<file path="src/rtl/gdd_pkg.sv">
package gdd_pkg;

    localparam int MAX_YEAR_DEF = 4095;
    localparam int BASE_YEAR    = 1900;
    localparam int MONTHS       = 12;
    localparam int MONTH_FEB    = 2;
    localparam int DAYS_YEAR    = 365;
    localparam int COUNT_W      = 20;
    localparam int DN_W         = 21;
    localparam logic [COUNT_W-1:0] COUNT_MAX = '1;

    // floor(q / 25) == (q * RECIP_25) >> RECIP_SH for every 10-bit q.
    localparam int RECIP_25 = 1311;
    localparam int RECIP_SH = 15;

    typedef struct packed {
        logic [11:0] first_year;
        logic [3:0]  first_month;
        logic [4:0]  first_day;
        logic [11:0] second_year;
        logic [3:0]  second_month;
        logic [4:0]  second_day;
    } gdd_req_t;

    typedef struct packed {
        logic               first_valid;
        logic               second_valid;
        logic               first_later;
        logic [COUNT_W-1:0] day_count;
    } gdd_res_t;

    // Commands from the controller to the datapath.
    typedef struct packed {
        logic load;
        logic quot;
        logic sum;
        logic days;
        logic sel;
        logic cmp;
    } gdd_cmd_t;

    function automatic logic [4:0] month_len(input logic [3:0] m);
        logic [4:0] n;
        case (m)
            4'd1:    n = 5'd31;
            4'd2:    n = 5'd28;
            4'd3:    n = 5'd31;
            4'd4:    n = 5'd30;
            4'd5:    n = 5'd31;
            4'd6:    n = 5'd30;
            4'd7:    n = 5'd31;
            4'd8:    n = 5'd31;
            4'd9:    n = 5'd30;
            4'd10:   n = 5'd31;
            4'd11:   n = 5'd30;
            4'd12:   n = 5'd31;
            default: n = 5'd0;
        endcase
        return n;
    endfunction

    function automatic logic [8:0] month_start(input logic [3:0] m);
        logic [8:0] n;
        case (m)
            4'd1:    n = 9'd0;
            4'd2:    n = 9'd31;
            4'd3:    n = 9'd59;
            4'd4:    n = 9'd90;
            4'd5:    n = 9'd120;
            4'd6:    n = 9'd151;
            4'd7:    n = 9'd181;
            4'd8:    n = 9'd212;
            4'd9:    n = 9'd243;
            4'd10:   n = 9'd273;
            4'd11:   n = 9'd304;
            4'd12:   n = 9'd334;
            default: n = 9'd0;
        endcase
        return n;
    endfunction

endpackage

</file>
<file path="src/rtl/gdd_ctrl.sv">
module gdd_ctrl (
    input  logic              clk,
    input  logic              rst_n,
    input  logic              start,
    output logic              busy,
    output logic              done,
    output gdd_pkg::gdd_cmd_t cmd
);
    import gdd_pkg::*;

    typedef enum logic [5:0] {
        S_IDLE = 6'b000001,
        S_QUOT = 6'b000010,
        S_SUM  = 6'b000100,
        S_DAYS = 6'b001000,
        S_CMP  = 6'b010000,
        S_OUT  = 6'b100000
    } state_t;

    state_t state_reg, state_next;
    logic   sel_reg, sel_next;

    always_comb
    begin
        state_next = state_reg;
        sel_next   = sel_reg;
        case (state_reg)
            S_IDLE:
            begin
                sel_next = 1'b0;
                if (start)
                begin
                    state_next = S_QUOT;
                end
            end
            S_QUOT: state_next = S_SUM;
            S_SUM:  state_next = S_DAYS;
            S_DAYS:
            begin
                // The day-number unit serves the first date, then the second.
                if (!sel_reg)
                begin
                    sel_next   = 1'b1;
                    state_next = S_QUOT;
                end
                else
                begin
                    state_next = S_CMP;
                end
            end
            S_CMP:  state_next = S_OUT;
            S_OUT:  state_next = S_IDLE;
            default: state_next = S_IDLE;
        endcase
    end

    always_ff @(posedge clk or negedge rst_n)
    begin
        if (!rst_n)
        begin
            state_reg <= S_IDLE;
            sel_reg   <= 1'b0;
        end
        else
        begin
            state_reg <= state_next;
            sel_reg   <= sel_next;
        end
    end

    assign busy     = (state_reg != S_IDLE);
    assign done     = (state_reg == S_OUT);
    assign cmd.load = start && (state_reg == S_IDLE);
    assign cmd.quot = (state_reg == S_QUOT);
    assign cmd.sum  = (state_reg == S_SUM);
    assign cmd.days = (state_reg == S_DAYS);
    assign cmd.cmp  = (state_reg == S_CMP);
    assign cmd.sel  = sel_reg;

    a_done_single: assert property (@(posedge clk) disable iff (!rst_n)
        done |=> !done)
        else $error("result strobe held for more than one cycle");

    a_accept_busy: assert property (@(posedge clk) disable iff (!rst_n)
        start && !busy |=> busy)
        else $error("accepted item did not make the block busy");

    a_both_dates: assert property (@(posedge clk) disable iff (!rst_n)
        cmd.cmp |-> sel_reg && $past(cmd.days))
        else $error("compare reached before both dates were converted");

endmodule

</file>
<file path="src/rtl/gdd_dpath.sv">
module gdd_dpath #(
    parameter int MAX_YEAR = gdd_pkg::MAX_YEAR_DEF
) (
    input  logic              clk,
    input  logic              rst_n,
    input  gdd_pkg::gdd_cmd_t cmd,
    input  logic              done,
    input  gdd_pkg::gdd_req_t request,
    output gdd_pkg::gdd_res_t result
);
    import gdd_pkg::*;

    gdd_req_t        req_reg;
    logic [5:0]      cp_reg;
    logic [5:0]      cy_reg;
    logic            leap_reg;
    logic [DN_W-1:0] acc_reg;
    logic [DN_W-1:0] dn_a_reg, dn_b_reg;
    logic            v1_reg, v2_reg;
    gdd_res_t        res_reg, res_next;

    logic [11:0]     y, p;
    logic [3:0]      m;
    logic [4:0]      d;
    logic [20:0]     pm, ym;
    logic [9:0]      c25;
    logic            leap_next;
    logic [DN_W-1:0] acc_next;
    logic [4:0]      mlen;
    logic            feb_extra, late_extra;
    logic            year_ok, valid_next;
    logic [DN_W-1:0] dn_next;
    logic [DN_W-1:0] diff;

    always_comb
    begin
        y = cmd.sel ? req_reg.second_year  : req_reg.first_year;
        m = cmd.sel ? req_reg.second_month : req_reg.first_month;
        d = cmd.sel ? req_reg.second_day   : req_reg.first_day;
        p = y - 12'd1;

        // Quotients by 100 through a reciprocal of 25 applied to the value over 4.
        pm = 21'(p[11:2]) * 21'(RECIP_25);
        ym = 21'(y[11:2]) * 21'(RECIP_25);

        // A year divisible by 4 is a century year when its quarter is a multiple of 25.
        c25       = 10'(cy_reg) * 10'd25;
        leap_next = (y[1:0] == 2'd0) && ((c25 != y[11:2]) || (cy_reg[1:0] == 2'd0));
        acc_next  = 21'(p) * 21'(DAYS_YEAR) + 21'(p[11:2]) - 21'(cp_reg)
                    + 21'(cp_reg[5:2]);

        feb_extra  = leap_reg && (m == 4'(MONTH_FEB));
        late_extra = leap_reg && (m > 4'(MONTH_FEB));
        mlen       = month_len(m) + 5'(feb_extra);
        year_ok    = (y >= 12'(BASE_YEAR)) && (32'(y) <= 32'(MAX_YEAR));
        valid_next = year_ok && (m >= 4'd1) && (m <= 4'(MONTHS))
                     && (d != 5'd0) && (d <= mlen);
        dn_next    = acc_reg + 21'(month_start(m)) + 21'(d) + 21'(late_extra);

        diff = (dn_a_reg > dn_b_reg) ? (dn_a_reg - dn_b_reg) : (dn_b_reg - dn_a_reg);
        res_next.first_valid  = v1_reg;
        res_next.second_valid = v2_reg;
        res_next.first_later  =
            {req_reg.first_year, req_reg.first_month, req_reg.first_day} >
            {req_reg.second_year, req_reg.second_month, req_reg.second_day};
        if (!(v1_reg && v2_reg))
        begin
            res_next.day_count = '0;
        end
        else if (diff > DN_W'(COUNT_MAX))
        begin
            res_next.day_count = COUNT_MAX;
        end
        else
        begin
            res_next.day_count = diff[COUNT_W-1:0];
        end
    end

    always_ff @(posedge clk)
    begin
        if (cmd.load)
        begin
            req_reg <= request;
        end
        if (cmd.quot)
        begin
            cp_reg <= pm[RECIP_SH +: 6];
            cy_reg <= ym[RECIP_SH +: 6];
        end
        if (cmd.sum)
        begin
            leap_reg <= leap_next;
            acc_reg  <= acc_next;
        end
        if (cmd.days)
        begin
            if (cmd.sel)
            begin
                dn_b_reg <= dn_next;
                v2_reg   <= valid_next;
            end
            else
            begin
                dn_a_reg <= dn_next;
                v1_reg   <= valid_next;
            end
        end
        if (cmd.cmp)
        begin
            res_reg <= res_next;
        end
    end

    assign result = res_reg;

    a_count_valid: assert property (@(posedge clk) disable iff (!rst_n)
        done && (result.day_count != '0) |-> result.first_valid && result.second_valid)
        else $error("non-zero day count reported for an invalid date");

    a_equal_order: assert property (@(posedge clk) disable iff (!rst_n)
        done && result.first_valid && result.second_valid && (result.day_count == '0)
        |-> !result.first_later)
        else $error("equal valid dates reported as ordered");

endmodule

</file>
<file path="src/rtl/gregorian_date_difference.sv">
// The result strobe done rises in S_OUT, after the controller has run S_QUOT, S_SUM and
// S_DAYS for each date and then S_CMP; the result is taken while done is high.
// A new item is accepted only once the block is idle again; busy falls the cycle after done.
// The shared day-number unit takes three steps per date and serves both dates in turn.
// The result is shown for a single cycle on done; the receiver cannot stall it.
// Reset (rst_n low, asynchronous) returns the controller to idle; an item in flight is dropped.
module gregorian_date_difference #(
    parameter int MAX_YEAR = gdd_pkg::MAX_YEAR_DEF
) (
    input  logic              clk,
    input  logic              rst_n,
    input  logic              start,
    output logic              busy,
    input  gdd_pkg::gdd_req_t request,
    output logic              done,
    output gdd_pkg::gdd_res_t result
);
    import gdd_pkg::*;

    gdd_cmd_t cmd;

    gdd_ctrl u_ctrl (
        .clk   (clk),
        .rst_n (rst_n),
        .start (start),
        .busy  (busy),
        .done  (done),
        .cmd   (cmd)
    );

    gdd_dpath #(
        .MAX_YEAR (MAX_YEAR)
    ) u_dpath (
        .clk     (clk),
        .rst_n   (rst_n),
        .cmd     (cmd),
        .done    (done),
        .request (request),
        .result  (result)
    );

endmodule
</file>
<file path="config.mk">
export PLATFORM = sky130hd
export DESIGN_NAME = gregorian_date_difference
export DESIGN_NICKNAME = d
export VERILOG_FILES = /design/src/rtl/gdd_pkg.sv /design/src/rtl/gdd_ctrl.sv /design/src/rtl/gdd_dpath.sv /design/src/rtl/gregorian_date_difference.sv
export SDC_FILE = /design/constraint.sdc
export NUM_CORES = 1
export LEC_CHECK = 0
export ABC_AREA = 0
export BUFFER_PORTS_ARGS = -buffer_cell sky130_fd_sc_hd__buf_2
export CAP_MARGIN = 20
export CORE_AREA = 2 2 164 166
export DETAILED_ROUTE_END_ITERATION = 10
export DIE_AREA = 0 0 166 168
export PLACE_DENSITY = 0.91
export SETUP_SLACK_MARGIN = 0.3
export SLEW_MARGIN = 30
export SYNTH_ARGS = -nofsm -noshare
export SYNTH_HDL_FRONTEND = slang
export SYNTH_HIERARCHICAL = 1
export SYNTH_SLANG_ARGS = --single-unit
</file>
<file path="constraint.sdc">
create_clock -name clk -period 8.92 [get_ports clk]
set_clock_uncertainty 0.1 [all_clocks]
set_input_delay 0.892 -clock clk [delete_from_list [all_inputs] [get_ports clk]]
set_output_delay 0.892 -clock clk [all_outputs]
set_load 0.005 [all_outputs]
</file>
==> out/metrics.cfg, run 1 <==
[logic_synthesis]
yosys-top-cells-area=sky130_fd_sc_hd__edfxtp_1 (26%), sky130_fd_sc_hd__ha_1 (25%), sky130_fd_sc_hd__fa_1 (14%)
number_of_flops_mapped_to_enable_cells_by_yosys=143
asyncSetResetFlopFracSynth_pct=4.67
synth-main-ff-cell=sky130_fd_sc_hd__edfxtp_1
synth.cell_area_um2=16400
synth_nets=2054
ys_ff_latch=150
yosysWarnings=6
syn_avg_cell_area_um2=10.5
syn_inst=1563
synth_cell_type_count=75
netlist.top_cell.by_area=sky130_fd_sc_hd__edfxtp_1
synth_largest_type_area_fraction_pct=26.2
synth_sequential_area_ratio_pct=27.2

[timing]
slew_headroom_pct=36.2
grt_setup_unrepaired=no
clock.fmax_mhz=123
final_number_of_hold_violating_endpoints=0
setup_violations=0
finalCritPeriodShare_pct=91.3
worstMarginPinSlew_ps=945
timing.final.crit_period_ps=8140
totalNegativeSetupSlack_ps=0
final_count_of_pins_violating_max_slew=0

[critical_path]
startpoint_type=register
critical_path.max_fanout=15
worst_setup_path_end_kind=register
worst_ep_required_time_ps=9000
criticalPathCategory=reg -> reg
worstPathArrival_ps=8220

[final_layout]
insertedDiodeCount=0
fillers=1748
drive_gt1_share_pct=8.75
nets=2123
largest_register_ffs=42
layout.cell_area.non_filler_um2=17700
area_growth_syn_to_layout_pct=8.10

[clocking]
cts.clk_slew.worst_paths_ps=70
htreeDepth=4
post-cts-setup-buffer-count=0
clockRootBuffer=sky130_fd_sc_hd__clkbuf_16
cts_num_sinks=150
max-clock-path-buffers=2
cts_inserted_buffers=17
skew_pair_late_insertion_delay_ps=430
tritoncts=built

[place]
globalplace.congestion=0.979
post_dp_cell_area_um2=17200
portBuffers=69
dpl.hpwl_um=28600

[floorplanning]
chipHeight_um=168
chipWidth_um=166
dieArea_um2=27900
core_um2=26400
placementRows=60
boundaryPins=70
initial_core_util_pct=62.3

[routing]
antenna_violating_nets_post_route=0
wire_per_inst_um=19.0
vias=12100
drt_pass_1_iters=6
detail_route.vias_per_cell=6.09
drt-initial-drc-count=1029
drt_wl_total_um=37800
detail_route.drc_violations=0

[grt]
grt_pass1_vias=13100
grt_overflow_total=0
grt_antenna_before_repair=1
pin_count_of_the_biggest_net_entering_global_routing=43
grt_first_pass_wirelength_um=62200
grt_util_all_layers_pct=27.4

[min_path]
timing.hold.worst.class=in -> async

[status]
status=finished clean

[flow_run]
cap_violations=0

[cell type report]
cell class / count / area, um2 / share of cell area, %
multi-input cells: 1082 / 10700 / 60.3
clock inverters: 12 / 134 / 0.755
clock buffers: 20 / 437 / 2.46
repair buffers: 84 / 462 / 2.60
well taps: 341 / 427 / 2.40
flip-flops and latches: 150 / 4470 / 25.2
inverters: 297 / 1110 / 6.28
[placed cells by master, fill, tap and decap left out, drive strengths merged, types with 12 or more instances in the layout]
master,count
fa,118
nand3,17
clkbuf,20
and3,14
o21ai,44
nor2b,14
a211oi,13
mux2i,32
ha,328
nand4,12
buf,84
edfxtp,143
xnor2,67
a21oi,85
xor2,25
nor2,60
nor3,18
inv,304
nand2,50
o21a,16
o211ai,12
a21o,43
[synthesized netlist by cell type (all sizes together) (16+ instances only)]
cell type and instances:
o21ai 44, clkbuf 20, mux2i 32, nor3 18, xnor2 67, xor2 25, a21oi 85, ha 328
nor2 60, edfxtp 143, a21o 43, nand2 50, nand3 17, o21a 16, fa 118, inv 297
[logic make-up (layout without fill, tap and decap cells)]
group	after synthesis	count (layout)	share of synthesized area, %
fa+ha+maj	446	446	39.4
buf+inv	331	413	7.78
compound gates	277	277	11.2
simple gates	231	231	7.29
flops	150	150	27.2
xor+xnor	92	92	4.91
mux	36	36	2.23
[critical path: stages (launching register included)]
cell and delay, ps:
sky130_fd_sc_hd__dfrtp_2 620, sky130_fd_sc_hd__mux2i_1 610, sky130_fd_sc_hd__nand3_1 240, sky130_fd_sc_hd__nand2_1 170, sky130_fd_sc_hd__nand4_1 150, sky130_fd_sc_hd__a21bo_2 280, sky130_fd_sc_hd__a21boi_0 390, sky130_fd_sc_hd__xnor2_1 180
sky130_fd_sc_hd__ha_1 420, sky130_fd_sc_hd__ha_1 180, sky130_fd_sc_hd__nand2b_1 180, sky130_fd_sc_hd__inv_1 90, sky130_fd_sc_hd__fa_1 530, sky130_fd_sc_hd__fa_1 540, sky130_fd_sc_hd__fa_1 530, sky130_fd_sc_hd__fa_1 530
sky130_fd_sc_hd__inv_1 50, sky130_fd_sc_hd__ha_1 180, sky130_fd_sc_hd__a21o_1 150, sky130_fd_sc_hd__a21o_1 170, sky130_fd_sc_hd__a21o_1 160, sky130_fd_sc_hd__a221oi_1 260, sky130_fd_sc_hd__o21ai_0 210, sky130_fd_sc_hd__a21o_1 260
sky130_fd_sc_hd__a21oi_1 160, sky130_fd_sc_hd__nor2b_1 120, sky130_fd_sc_hd__o31a_1 270, sky130_fd_sc_hd__xor2_1 140
[timing repair]
| item | CTS | global route |
|---|---|---|
| endpoints found under the setup margin | 0 | 3 |
| endpoints found under the hold margin | 0 | 0 |
| resized for setup | 0 | 2 |
| hold buffers | 0 | 0 |
[metal layers]
metal  up-vias  GRT usage, %  routed length [um]
met3       178          4.89                2110
met5         -             0                  13
met1      5877          29.4               13900
met2       551          52.1               20000
li1       5496             -                   -
met4         2          13.1                1720
[stage by stage]
step	util (%)	std cells	worst slack [ps]	hold WS [ps]
after floorplan	-	1563	762	326
after global placement	65.0	1953	983	337
after detailed placement	65.1	1954	721	335
after CTS	67.3	1986	556	180
after global routing	67.3	1986	307	179
final	67.3	1986	780	188
[worst paths after layout]
check,startpoint,end,slack (ps),cells past startpoint
min in group clk,u_dpath/v1_reg$_DFFE_PP_,u_dpath/result[22]$_DFFE_PP_,350,0
worst min register to register,u_dpath/v1_reg$_DFFE_PP_,u_dpath/result[22]$_DFFE_PP_,350,0
worst max register to register,u_ctrl/sel_reg$_DFFE_PN0P_,u_dpath/cp_reg[4]$_DFFE_PP_,780,27
worst max-delay path,u_ctrl/sel_reg$_DFFE_PN0P_,u_dpath/cp_reg[4]$_DFFE_PP_,780,27
worst min-delay path,rst_n,u_ctrl/state_reg[2]$_DFFE_PN0P_,190,1
max in group asynchronous,rst_n,u_ctrl/state_reg[0]$_DFFE_PN1P_,8300,1
Power of run 1 is not shown: default switching activity piles up to over one toggle a cycle in this logic, so the estimate is an artifact.
==> run 2: changes to the inputs <==
--- a/config.mk
+++ b/config.mk
@@ -9,9 +9,11 @@
 export BUFFER_PORTS_ARGS = -buffer_cell sky130_fd_sc_hd__buf_2
 export CAP_MARGIN = 20
 export CORE_AREA = 2 2 164 166
+export CTS_CLUSTER_DIAMETER = 80
 export DETAILED_ROUTE_END_ITERATION = 10
 export DIE_AREA = 0 0 166 168
-export PLACE_DENSITY = 0.91
+export GPL_TIMING_DRIVEN = 0
+export PLACE_DENSITY = 0.89
 export SETUP_SLACK_MARGIN = 0.3
 export SLEW_MARGIN = 30
 export SYNTH_ARGS = -nofsm -noshare
==> out/metrics.cfg, run 2 (synthesis results as in run 1) <==
[floorplanning]
chipHeight_um=168  ; unchanged
chipWidth_um=166  ; unchanged
initial_core_util_pct=62.3  ; unchanged
core_um2=26400  ; unchanged
boundaryPins=70  ; unchanged
dieArea_um2=27900  ; unchanged
placementRows=60  ; unchanged

[critical_path]
worst_ep_required_time_ps=9000  ; about the same
startpoint_type=register
worst_setup_path_end_kind=register
worstPathArrival_ps=8340  ; +120 ps
critPathMaxStageDelay_ps=530  ; -90 ps
critical_path.max_fanout=10  ; -5
critical_path.slowest_cell=sky130_fd_sc_hd__fa_1
criticalPathCategory=reg -> reg

[grt]
grt_util_all_layers_pct=26.3  ; -1.1 points
grt_first_pass_wirelength_um=59200  ; -4.8%
grt_util_met1_pct=29.2  ; -0.20 points
grt.busiest_layer=met2
globalRouteMet3Util_pct=4.04  ; -0.85 points
grt_antenna_before_repair=0  ; -1
use_met2_pct=48.7  ; -3.4 points
grt_overflow_total=0  ; unchanged
grt_pass1_vias=12600  ; -4.0%
pin_count_of_the_biggest_net_entering_global_routing=43  ; unchanged

[clocking]
clockRootBuffer=sky130_fd_sc_hd__clkbuf_16
cts_num_sinks=150  ; unchanged
tritoncts=built
max-clock-path-buffers=2  ; unchanged
skew_pair_late_insertion_delay_ps=430  ; about the same
cts.clk_slew.worst_paths_ps=70  ; about the same
cts_inserted_buffers=17  ; unchanged
htreeDepth=4  ; unchanged
hold_buffers=0  ; unchanged

[timing]
fin_ws_ps=661  ; -119 ps
timing.final.crit_period_ps=8260  ; +119 ps
worstMarginPinSlew_ps=934  ; -11.1 ps
slew_headroom_pct=37.3  ; +1.1 points
final_count_of_pins_violating_max_slew=0  ; unchanged
final_number_of_hold_violating_endpoints=0  ; unchanged
totalNegativeSetupSlack_ps=0  ; unchanged
finalCritPeriodShare_pct=92.6  ; +1.3 points
grt_setup_unrepaired=no
setup_violations=0  ; unchanged
clock.fmax_mhz=121  ; -1.4%

[final_layout]
drive_gt1_share_pct=10.1  ; +1.3 points
fillers=1748  ; unchanged
layout.core_utilization_pct=68.2  ; +0.90 points
stdcell_count=2011  ; +1.3%
area_growth_syn_to_layout_pct=9.54
most-common-layout-cells=sky130_fd_sc_hd__ha_1 (326), sky130_fd_sc_hd__inv_1 (296), sky130_fd_sc_hd__edfxtp_1 (143)
insertedDiodeCount=0  ; unchanged
final_common_cell=sky130_fd_sc_hd__ha_1
nets=2148  ; +1.2%
largest_register_ffs=42  ; unchanged

[routing]
drt_pass_1_iters=5  ; -1
detail_route.vias_per_cell=5.97  ; -2.1%
vias=12000  ; -0.89%
detail_route.drc_violations=0  ; unchanged
antenna_violating_nets_post_route=0  ; unchanged
drt-initial-drc-count=894  ; -13%
drt_wl_total_um=37300  ; -1.4%
wire_per_inst_um=18.5  ; -2.6%

[min_path]
timing.hold.worst.class=in -> async

[status]
status=finished clean

[place]
portBuffers=69  ; unchanged
pre_cts_slack_ps=-909  ; -1630 ps
globalplace.congestion=0.912  ; -6.8%
dpl.hpwl_um=28300  ; -0.97%
place_inst=1976  ; +1.1%

[flow_run]
cap_violations=0  ; unchanged

run 2: critical path: cells and delay by family (launching register included):
| family | cells | cell delay [ps] |
|---|---|---|
| and+or+nand+nor | 7 | 1100 |
| xor gates and xnor gates | 2 | 530 |
| AOI/OAI and AO/OA | 8 | 1670 |
| buffers and inverters | 5 | 800 |
| adders and majority gates | 8 | 3070 |
| DFF | 1 | 420 |
| muxes | 1 | 310 |
run 2: path summary, 6_finish.rpt:
kind	from	end	slack [ps]	depth (start not counted)
setup / recovery	u_ctrl/sel_reg$_DFFE_PN0P_	u_dpath/cp_reg[4]$_DFFE_PP_	660	31
hold / removal	rst_n	u_ctrl/state_reg[1]$_DFFE_PN0P_	190	1
setup reg to reg	u_ctrl/sel_reg$_DFFE_PN0P_	u_dpath/cp_reg[4]$_DFFE_PP_	660	31
hold reg to reg	u_dpath/v2_reg$_DFFE_PP_	u_dpath/result[21]$_DFFE_PP_	360	0
max in group asynchronous	rst_n	u_ctrl/state_reg[0]$_DFFE_PN1P_	8300	1
min in group clk	u_dpath/v2_reg$_DFFE_PP_	u_dpath/result[21]$_DFFE_PP_	360	0
run 2: layout make-up:
cell class | instances | area (um2) | share of cell area, %
Multi-Input combinational cell | 1082 | 10800 | 60.1
Sequential cell | 150 | 4470 | 24.9
Inverter | 297 | 1110 | 6.20
Tap cell | 341 | 427 | 2.37
Clock buffer | 17 | 425 | 2.37
Timing Repair Buffer | 76 | 398 | 2.21
Buffer | 33 | 178 | 0.988
Clock inverter | 15 | 156 | 0.870
run 2: layer usage:
metal  routed length [um]  up-vias
li1                     -     5571
met1                14100     5792
met2                19400      477
met3                 1930      156
met4                 1860        0
met5                    0        -
run 2: per-stage QoR:
| stage | area (um2) | hold slack, ps |
|---|---|---|
| 6_report | 18000 | 189 |
| 5_1_grt | 18000 | 184 |
| 4_1_cts | 17900 | 176 |
| 3_5_place_dp | 17300 | 337 |
| 3_3_place_gp | 17200 | 332 |
| 2_1_floorplan | 16400 | 326 |
run 2: what timing repair did:
item / 4_1_cts / 5_1_grt
setup buffers: 0 / 4
gates cloned: 0 / 0
pin swaps: 0 / 1
resized for setup: 8 / 16
setup endpoints to repair: 13 / 4
Power of run 2 is left out for the same reason.
==> run 3: changes to the inputs <==
==> constraint.sdc (replaced) <==
create_clock -name clk -period 8.92 [get_ports clk]
set_clock_uncertainty 0.1 [all_clocks]
set_input_delay 0 -clock clk [delete_from_list [all_inputs] [get_ports clk]]
set_output_delay 0 -clock clk [all_outputs]
set_load 0.005 [all_outputs]
==> out/metrics.cfg, run 3 (synthesis results as in run 1) <==
[status]
status=finished clean

[timing]
totalNegativeSetupSlack_ps=0  ; unchanged
timing.final.crit_period_ps=8520  ; +263 ps
clock.fmax_mhz=117  ; -3.1%
setup_violations=0  ; unchanged
final_count_of_pins_violating_max_slew=0  ; unchanged
finalCritPeriodShare_pct=95.5  ; +2.9 points
slew_headroom_pct=31.4  ; -5.9 points
final_number_of_hold_violating_endpoints=0  ; unchanged
grt_setup_unrepaired=no
worstMarginPinSlew_ps=1030  ; +92.8 ps

[floorplanning]
dieArea_um2=27900  ; unchanged
core_um2=26400  ; unchanged
placementRows=60  ; unchanged
chipHeight_um=168  ; unchanged
chipWidth_um=166  ; unchanged
boundaryPins=70  ; unchanged
initial_core_util_pct=62.3  ; unchanged

[routing]
drt_pass_1_iters=7  ; +2
vias=13100  ; +9.6%
drt-initial-drc-count=1398  ; +56%
detail_route.vias_per_cell=6.39  ; +7.1%
drt_wl_total_um=46400  ; +24%
detail_route.drc_violations=0  ; unchanged
wire_per_inst_um=22.5  ; +22%
antenna_violating_nets_post_route=0  ; unchanged

[grt]
grt_util_all_layers_pct=31.3  ; +4.9 points
grt_first_pass_wirelength_um=68800  ; +16%
pin_count_of_the_biggest_net_entering_global_routing=43  ; unchanged
grt_pass1_vias=13700  ; +8.3%
grt_antenna_before_repair=3  ; +3
grt_overflow_total=0  ; unchanged

[critical_path]
worst_setup_path_end_kind=register
worstPathArrival_ps=8600  ; +260 ps
regToRegEndpoint=u_dpath/acc_reg[19]$_DFFE_PP_
critical_path.max_fanout=10  ; unchanged
worst_ep_required_time_ps=9000  ; about the same
criticalPathCategory=reg -> reg
worstReg2RegStart=u_ctrl/sel_reg$_DFFE_PN0P_
startpoint_type=register
critPathMaxStageDelay_ps=640  ; +110 ps
r2r_cells=28  ; -9.7%
r2r_slack_ps=400  ; -260 ps
critical_path.slowest_cell=sky130_fd_sc_hd__xnor2_1

[min_path]
timing.hold.worst.class=in -> reg
min_delay_worst_endpoint=u_dpath/req_reg[17]$_DFFE_PP_
min_from=request[17]
hold-path-cell-count=2

[final_layout]
layout.cell_area.non_filler_um2=18400  ; +2.6%
nets=2193  ; +2.1%
area_growth_syn_to_layout_pct=12.4
final_common_cell=sky130_fd_sc_hd__ha_1
largest_register_ffs=42  ; unchanged
most-common-layout-cells=sky130_fd_sc_hd__ha_1 (326), sky130_fd_sc_hd__inv_1 (296), sky130_fd_sc_hd__edfxtp_1 (143)
drive_gt1_share_pct=9.80  ; -0.26 points
layout.area.seq_um2=4470  ; unchanged
fillers=1665  ; -4.7%
multi_input_comb_area_um2=10800  ; about the same

[clocking]
htreeDepth=4  ; unchanged
cts_num_sinks=150  ; unchanged
tritoncts=built
cts.clk_slew.worst_paths_ps=100  ; +30 ps
clockRootBuffer=sky130_fd_sc_hd__clkbuf_16
max-clock-path-buffers=2  ; unchanged
cts_inserted_buffers=17  ; unchanged
skew_pair_late_insertion_delay_ps=460  ; +30 ps

[place]
dpl.hpwl_um=28300  ; unchanged
post_dp_cell_area_um2=17300  ; unchanged
portBuffers=69  ; unchanged
globalplace.congestion=0.912  ; unchanged

[flow_run]
cap_violations=0  ; unchanged

[run 3: critical path, delay by kind of cell (launching register included)]
kind	cells	cell delay, ps
and+or+nand+nor	6	870
adders and majority gates	7	3160
buffers and inverters	6	1130
DFF	1	470
AOI/OAI and AO/OA	6	1390
muxes	1	320
xor gates and xnor gates	2	800
[run 3: cell type report]
class | count | share of cell area [%]
clock buffers | 17 | 2.31
diodes | 2 | 0.0271
inverters | 297 | 6.05
plain buffers | 33 | 0.963
repair buffers | 121 | 4.61
flip-flops and latches | 150 | 24.2
multi-input cells | 1082 | 58.6
well taps | 341 | 2.31
clock inverters | 15 | 0.848
[run 3: timing repair]
action                     4_1_cts  5_1_grt
hold endpoints to repair        51        0
setup endpoints to repair       13        5
hold buffers                    46        0
cloned                           0        0
setup buffers                    0        3
gates resized for setup          8       17
pin swaps                        0        2
[run 3: worst max-delay path by stage]
stage                                     startpoint                            end  slack [ps]  cells after the start
after floorplan           u_ctrl/sel_reg$_DFFE_PN0P_    u_dpath/cp_reg[4]$_DFFE_PP_         760                     31
after global placement    u_ctrl/sel_reg$_DFFE_PN0P_    u_dpath/cp_reg[4]$_DFFE_PP_        -400                     31
after detailed placement  u_ctrl/sel_reg$_DFFE_PN0P_    u_dpath/cp_reg[4]$_DFFE_PP_        -910                     32
after CTS                 u_ctrl/sel_reg$_DFFE_PN0P_    u_dpath/cp_reg[4]$_DFFE_PP_         320                     28
after global routing      u_ctrl/sel_reg$_DFFE_PN0P_    u_dpath/cp_reg[4]$_DFFE_PP_         250                     31
final                     u_ctrl/sel_reg$_DFFE_PN0P_  u_dpath/acc_reg[19]$_DFFE_PP_         400                     28
[run 3: through the flow]
| stage | utilization, % | hold WS, ps | setup WS (ps) | instances |
|---|---|---|---|---|
| floorplan | - | -396 | 762 | 1563 |
| global placement | 65.2 | -264 | -400 | 1973 |
| detailed placement | 65.5 | -265 | -909 | 1976 |
| CTS | 69.6 | 163 | 318 | 2053 |
| global route | 70.0 | 141 | 247 | 2057 |
| finish | 70.0 | 153 | 398 | 2058 |
[run 3: routing by layer]
layer	share of wire [%]	track usage, %
met5	0.041	0
met4	9.9	24.9
met3	8.0	5.41
met2	49	56.1
met1	33	32.4
Power of run 3 is left out for the same reason.
